`src/rtl/fmpacl_pkg.sv`:
```
`timescale 1ns / 1ps
// Shared types and codes of the first-match prefix access control list.
package fmpacl_pkg;

	localparam logic [2:0] CMD_CLEAR   = 3'd0;
	localparam logic [2:0] CMD_PATTERN = 3'd1;
	localparam logic [2:0] CMD_COMMIT  = 3'd2;
	localparam logic [2:0] CMD_NAME    = 3'd3;
	localparam logic [2:0] CMD_END     = 3'd4;

	localparam logic [1:0] ST_OK     = 2'd0;
	localparam logic [1:0] ST_DENIED = 2'd1;
	localparam logic [1:0] ST_FULL   = 2'd2;
	localparam logic [1:0] ST_EMPTY  = 2'd3;

	localparam logic KIND_COMMIT  = 1'b0;
	localparam logic KIND_VERDICT = 1'b1;

	localparam logic [7:0] STAR_BYTE = 8'h2A;

	typedef struct packed {
		logic [2:0] command;
		logic [7:0] data_byte;
		logic [5:0] caps;
	} req_item_t;

	typedef struct packed {
		logic       reply_kind;
		logic [1:0] status;
		logic [3:0] rule_slot;
		logic [4:0] rules_held;
	} rsp_item_t;

	typedef struct packed {
		logic commit;
		logic compare;
		logic end_name;
	} bank_ctl_t;

endpackage

```
`src/rtl/fmpacl_rule_bank.sv`:
```
`timescale 1ns / 1ps
// Rule attributes, per-rule match tracking and first-match verdict.
module fmpacl_rule_bank #(
	parameter int MAX_RULES     = 16,
	parameter int PATTERN_BYTES = 63
) (
	input  logic                                  clk,
	input  logic                                  arst_n,
	input  fmpacl_pkg::bank_ctl_t                 ctl,
	input  logic [$clog2(MAX_RULES+1)-1:0]        count,
	input  logic [(MAX_RULES > 1 ? $clog2(MAX_RULES) : 1)-1:0] commit_idx,
	input  logic [$clog2(PATTERN_BYTES+1)-1:0]    commit_len,
	input  logic [5:0]                            commit_mask,
	input  logic                                  commit_star,
	input  logic                                  commit_alive,
	input  logic [$clog2((PATTERN_BYTES >= 127 ? PATTERN_BYTES+1 : 127)+1)-1:0] cmp_nl,
	input  logic [7:0]                            cmp_byte,
	input  logic [MAX_RULES-1:0][7:0]             row_data,
	input  logic [$clog2((PATTERN_BYTES >= 127 ? PATTERN_BYTES+1 : 127)+1)-1:0] end_nl,
	input  logic [5:0]                            end_caps,
	output logic                                  grant,
	output logic [(MAX_RULES > 1 ? $clog2(MAX_RULES) : 1)-1:0] grant_idx
);
	import fmpacl_pkg::*;

	localparam int NAME_LIMIT = (PATTERN_BYTES >= 127) ? PATTERN_BYTES + 1 : 127;
	localparam int NLW = $clog2(NAME_LIMIT + 1);
	localparam int LW  = $clog2(PATTERN_BYTES + 1);
	localparam int CW  = $clog2(MAX_RULES + 1);
	localparam int RW  = (MAX_RULES > 1) ? $clog2(MAX_RULES) : 1;

	logic [LW-1:0]        len_q  [MAX_RULES];
	logic [5:0]           mask_q [MAX_RULES];
	logic [MAX_RULES-1:0] star_q;
	logic [MAX_RULES-1:0] alive_q;
	logic [MAX_RULES-1:0] kill;
	logic [MAX_RULES-1:0] fits;

	always_comb begin
		logic [LW-1:0] fixed;
		for (int i = 0; i < MAX_RULES; i++) begin
			fixed   = len_q[i] - LW'(star_q[i]);
			kill[i] = 1'b0;
			if (CW'(i) < count && alive_q[i]) begin
				if (cmp_nl < NLW'(fixed)) begin
					kill[i] = (row_data[i] != cmp_byte);
				end else begin
					kill[i] = !star_q[i];
				end
			end
		end
	end

	always_comb begin
		logic hit;
		for (int i = 0; i < MAX_RULES; i++) begin
			if (star_q[i]) begin
				hit = ((NLW+1)'(end_nl) + (NLW+1)'(1)) >= (NLW+1)'(len_q[i]);
			end else begin
				hit = (end_nl == NLW'(len_q[i]));
			end
			fits[i] = (CW'(i) < count) && alive_q[i] && hit
				&& ((mask_q[i] & end_caps) == end_caps);
		end
	end

	always_comb begin
		grant     = 1'b0;
		grant_idx = '0;
		for (int i = MAX_RULES - 1; i >= 0; i--) begin
			if (fits[i]) begin
				grant     = 1'b1;
				grant_idx = RW'(i);
			end
		end
	end

	always_ff @(posedge clk) begin
		if (ctl.commit) begin
			len_q[commit_idx]  <= commit_len;
			mask_q[commit_idx] <= commit_mask;
			star_q[commit_idx] <= commit_star;
		end
	end

	always_ff @(posedge clk or negedge arst_n) begin
		if (!arst_n) begin
			alive_q <= '1;
		end else if (ctl.end_name) begin
			alive_q <= '1;
		end else if (ctl.commit) begin
			alive_q[commit_idx] <= commit_alive;
		end else if (ctl.compare) begin
			alive_q <= alive_q & ~kill;
		end
	end

endmodule

```
`config.mk`:
```
export PLATFORM = sky130hd
export DESIGN_NAME = fmpacl_rule_bank
export DESIGN_NICKNAME = d
export VERILOG_FILES = /design/src/rtl/fmpacl_pkg.sv /design/src/rtl/fmpacl_rule_bank.sv
export SDC_FILE = /design/constraint.sdc
export NUM_CORES = 1
export LEC_CHECK = 0
export BUFFER_PORTS_ARGS = -buffer_cell sky130_fd_sc_hd__clkbuf_2
export CAP_MARGIN = 0
export CORE_MARGIN = 10
export CORE_UTILIZATION = 55
export CTS_CLUSTER_SIZE = 8
export DETAILED_ROUTE_END_ITERATION = 8
export PLACE_DENSITY = 0.87
export SYNTH_ARGS = -nofsm -noshare
export SYNTH_HDL_FRONTEND = slang
export SYNTH_SLANG_ARGS = --single-unit
```
`constraint.sdc`:
```
create_clock -name clk -period 8 [get_ports clk]
set_input_delay 0.8 -clock clk [delete_from_list [all_inputs] [get_ports clk]]
set_output_delay 0.8 -clock clk [all_outputs]
set_load 0.005 [all_outputs]
```
==> key figures <==
Critical path
  • CP cell instances: clkbuf_2 -> ha_1 -> nand3_1 -> xnor2_2 -> ha_1 -> a21oi_1 -> o21ai_0 -> a2111oi_1 -> o22ai_1 -> nor4_1 -> and2_1 -> clkbuf_2
  • Crit path arrival time: 5.12 ns
  • Crit path required time: 7.20 ns
  • CP max stage delay: 0.85 ns
  • Setup crit end kind: output port
  • CP max-delay cell: xnor2_2
  • Critical Path Fanout Max: 19
  • CP Launch Type: primary input
  • Crit Path Class: primary input to output port

Final layout
  • P&R area growth vs syn: 13.6%
  • Filler instances: 2284
  • Non-Filler Instances: 2115
  • Fin nets: 2093
  • Diodes inserted: 0
  • Fin util: 0.630
  • Fraction of layout cells with a size suffix above 1: 0.158

Clock tree
  • Hold_buf cts: 0
  • H-tree levels: 1
  • CTS Buf Count: 31
  • Max clock buf depth: 3
  • Post-CTS Resized: 0
  • Clock tree from TritonCTS: built
  • CTS root buf: clkbuf_16
  • Clock Sinks: 224
  • Clock Pin Slew Worst Setup and Hold Paths: 0.06 ns
  • Setup bufs post-CTS: 0
  • Clk_lat worst skew: 0.58 ns

Power and ir drop
  • Pint: 2.25 mW
  • Sw Share: 0.274
  • Reg power frac: 0.430
  • Clock network power share: 0.397
  • Part of the power in combinational logic: 0.172
  • Reported leakage power: 7.55 nW
  • Peak VDD IR: 0.000200 V
  • P per Cell Area: 167 mW/mm^2
  • NetSw: 848 uW

Die
  • Core Box Area: 0.0295 mm^2
  • Die area: 0.0370 mm^2
  • Die height: 192 um
  • Die W: 192 um
  • Starting Density: 0.555
  • # IOs: 189
  • Row count: 63

Synth
  • FF+latch count, synth: 224
  • Yosys Warn Count: 0
  • Seq/Total Area, Yosys: 0.408
  • FFs w/ async S/R, synth: 0.0714
  • Cell variety after synth: 72
  • Primary FF master, synth: edfxtp_1
  • EDFF count, synth: 208
  • Mapped cell area: 0.0164 mm^2
  • Syn_area_per_cell: 10.8 um^2
  • Net Count, Synth: 1910
  • Syn Inst Count: 1517

Timing
  • Final Skew: 0.0180 ns
  • TNS Setup: 0 ns
  • Worst-Margin Slew: 1.33 ns
  • Final Cycle Share: 0.740
  • Slew Limit Fails: 0
  • Setup Viol. Count Final: 0
  • Fin crit period: 5.92 ns
  • Slew headroom: 0.108
  • Hold Fails Final Rpt: 0
  • RSZ-0062 raised after global routing: false
  • Fmax: 169 MHz

Placement
  • HPWL after DPL: 38100 um
  • # placed instances: 2057
  • Gpl congestion: 0.999
  • I/O Buffers: 188

GRT
  • Global-route usage over all layers: 0.280
  • First-pass GRT wire length: 78900 um
  • Congestion Overflow GR: 0
  • Initial antenna violation count: 0
  • Largest net degree at the start of global routing: 21
  • Number of global-route vias before repair: 13800

Routing
  • Routed Antenna Nets: 0
  • Vias: 13400
  • Initial drt markers: 1523
  • DR pass1 iterations: 6
  • WL/cell: 25.0 um
  • Via/cell ratio: 6.35
  • Post-Route WL: 52900 um
  • # DRC: 0

Hold path
  • Hold Path Class: primary input to async pin

Outcome
  • Status: finished, final reports clean

Job
  • Max-Cap Viols: 0
[layout make-up]
type                       count  area [um^2]  share of cell area
multi-input combinational   1123         9040               0.487
sequential                   224         6670               0.359
timing repair buffer         202         1050              0.0563
clock buffer                  57          873              0.0470
tap                          390          488              0.0263
inverter                     118          443              0.0238
clock inverter                 1         20.0             0.00108
[flip-flops by register name, indices dropped and copies added (netlist names)]
signal   flops
len_q       96
mask_q      96
alive_q     16
star_q      16
[Yosys cell counts, types with 7 or more instances]
cell       count  area (um^2)
ha_1         209         2620
edfxtp_1     208         6250
xnor2_1      148         1300
xor2_1       122         1070
inv_1        117          439
o21a_1        69          518
nor2_1        62          233
o21ai_0       53          265
nor4_1        48          300
a21oi_1       45          225
o22ai_1       42          263
nand3_1       41          205
nand2_1       35          131
nand2b_1      34          213
nor3_1        34          170
clkbuf_1      33          124
nand4_1       20          125
a21o_1        18          135
dfstp_2       16          420
a41oi_1       14          123
mux2i_1       10          100
a32oi_1        7         61.3
buf_2          7         35.0
nor2b_1        7         43.8
o2111ai_1      7         61.3
o21ai_1        7         35.0
or4_1          7         52.6
[cell usage in the layout, fill, tap and decap left out, types with 6 or more instances in the layout]
master / Yosys / final
o2111ai_1: 7 / 7
dfstp_2: 16 / 16
o21a_1: 69 / 69
nor3_1: 34 / 33
buf_4: 6 / 14
inv_1: 117 / 117
xnor2_1: 148 / 146
nand2b_1: 34 / 34
nand3_1: 41 / 41
mux2i_1: 10 / 10
nor4_1: 48 / 48
clkbuf_16: 0 / 31
xor2_1: 122 / 121
nand4_1: 20 / 20
a21o_1: 18 / 18
clkbuf_2: 0 / 188
or4_1: 7 / 7
a21oi_1: 45 / 45
edfxtp_1: 208 / 208
nor2b_1: 7 / 7
a31oi_1: 6 / 6
a41oi_1: 14 / 14
nand2_1: 35 / 35
o21ai_1: 7 / 7
o21ai_0: 53 / 53
ha_1: 209 / 209
clkbuf_1: 33 / 26
a211oi_1: 6 / 6
o221ai_1: 6 / 6
a32oi_1: 7 / 7
o22ai_1: 42 / 42
nor2_1: 62 / 62
[per-stage QoR]
stage | area [um^2] | setup WS (ns) | hold slack [ns] | power, mW
6_report | 18600 | 2.08 | 0.527 | 3.10
5_1_grt | 18600 | 1.83 | 0.526 | 3.19
4_1_cts | 18600 | 2.22 | 0.502 | 3.09
3_5_place_dp | 17700 | 2.24 | 0.527 | 1.87
3_3_place_gp | 17700 | 2.33 | 0.513 | 1.85
2_1_floorplan | 16400 | 3.41 | 0.502 | 1.67
[path summary, 6_finish.rpt]
kind / from / endpoint / slack (ns) / cells past startpoint
max: end_nl[1] / grant_idx[3] / 2.08 / 12
min: arst_n / alive_q[8]$_DFFE_PN1P_ / 0.53 / 1
max reg2reg: star_q[5]$_DFFE_PP_ / alive_q[5]$_DFFE_PN1P_ / 4.90 / 11
min reg2reg: alive_q[9]$_DFFE_PN1P_ / alive_q[9]$_DFFE_PN1P_ / 0.54 / 2
max in group asynchronous: arst_n / alive_q[6]$_DFFE_PN1P_ / 7.43 / 1
min in group clk: alive_q[9]$_DFFE_PN1P_ / alive_q[9]$_DFFE_PN1P_ / 0.54 / 2
[cell families after synthesis]
kind of cell,synth area share
buf+inv,0.0414
flops,0.408
mux,0.00818
fa+ha+maj,0.160
compound gates,0.139
xor+xnor,0.145
simple gates,0.0994
[per-layer routing]
| metal | track usage | share of wire | up-vias |
|---|---|---|---|
| met3 | 0.0567 | 0.10 | 180 |
| met1 | 0.337 | 0.37 | 6440 |
| met4 | 0.141 | 0.054 | 0 |
| met5 | 0 | 0 | - |
| met2 | 0.467 | 0.47 | 824 |
| li1 | - | - | 5986 |
[power by group through the flow]
stage | Sequential, mW | Combinational [mW] | Clock, mW
floorplan | 1.35 | 0.318 | 0
global placement | 1.35 | 0.493 | 0
detailed placement | 1.36 | 0.517 | 0
CTS | 1.33 | 0.521 | 1.23
global route | 1.34 | 0.579 | 1.28
finish | 1.33 | 0.533 | 1.23
[critical path: cells and delay by family]
family,cells,cell delay (ns)
buffers and inverters,2,0.71
adder cells (fa/ha/maj),2,0.77
AO/OA/AOI/OAI,4,1.06
AND/OR/NAND/NOR,3,0.91
XOR/XNOR,1,0.85
No activity file was read; power rests on OpenSTA's default activity.
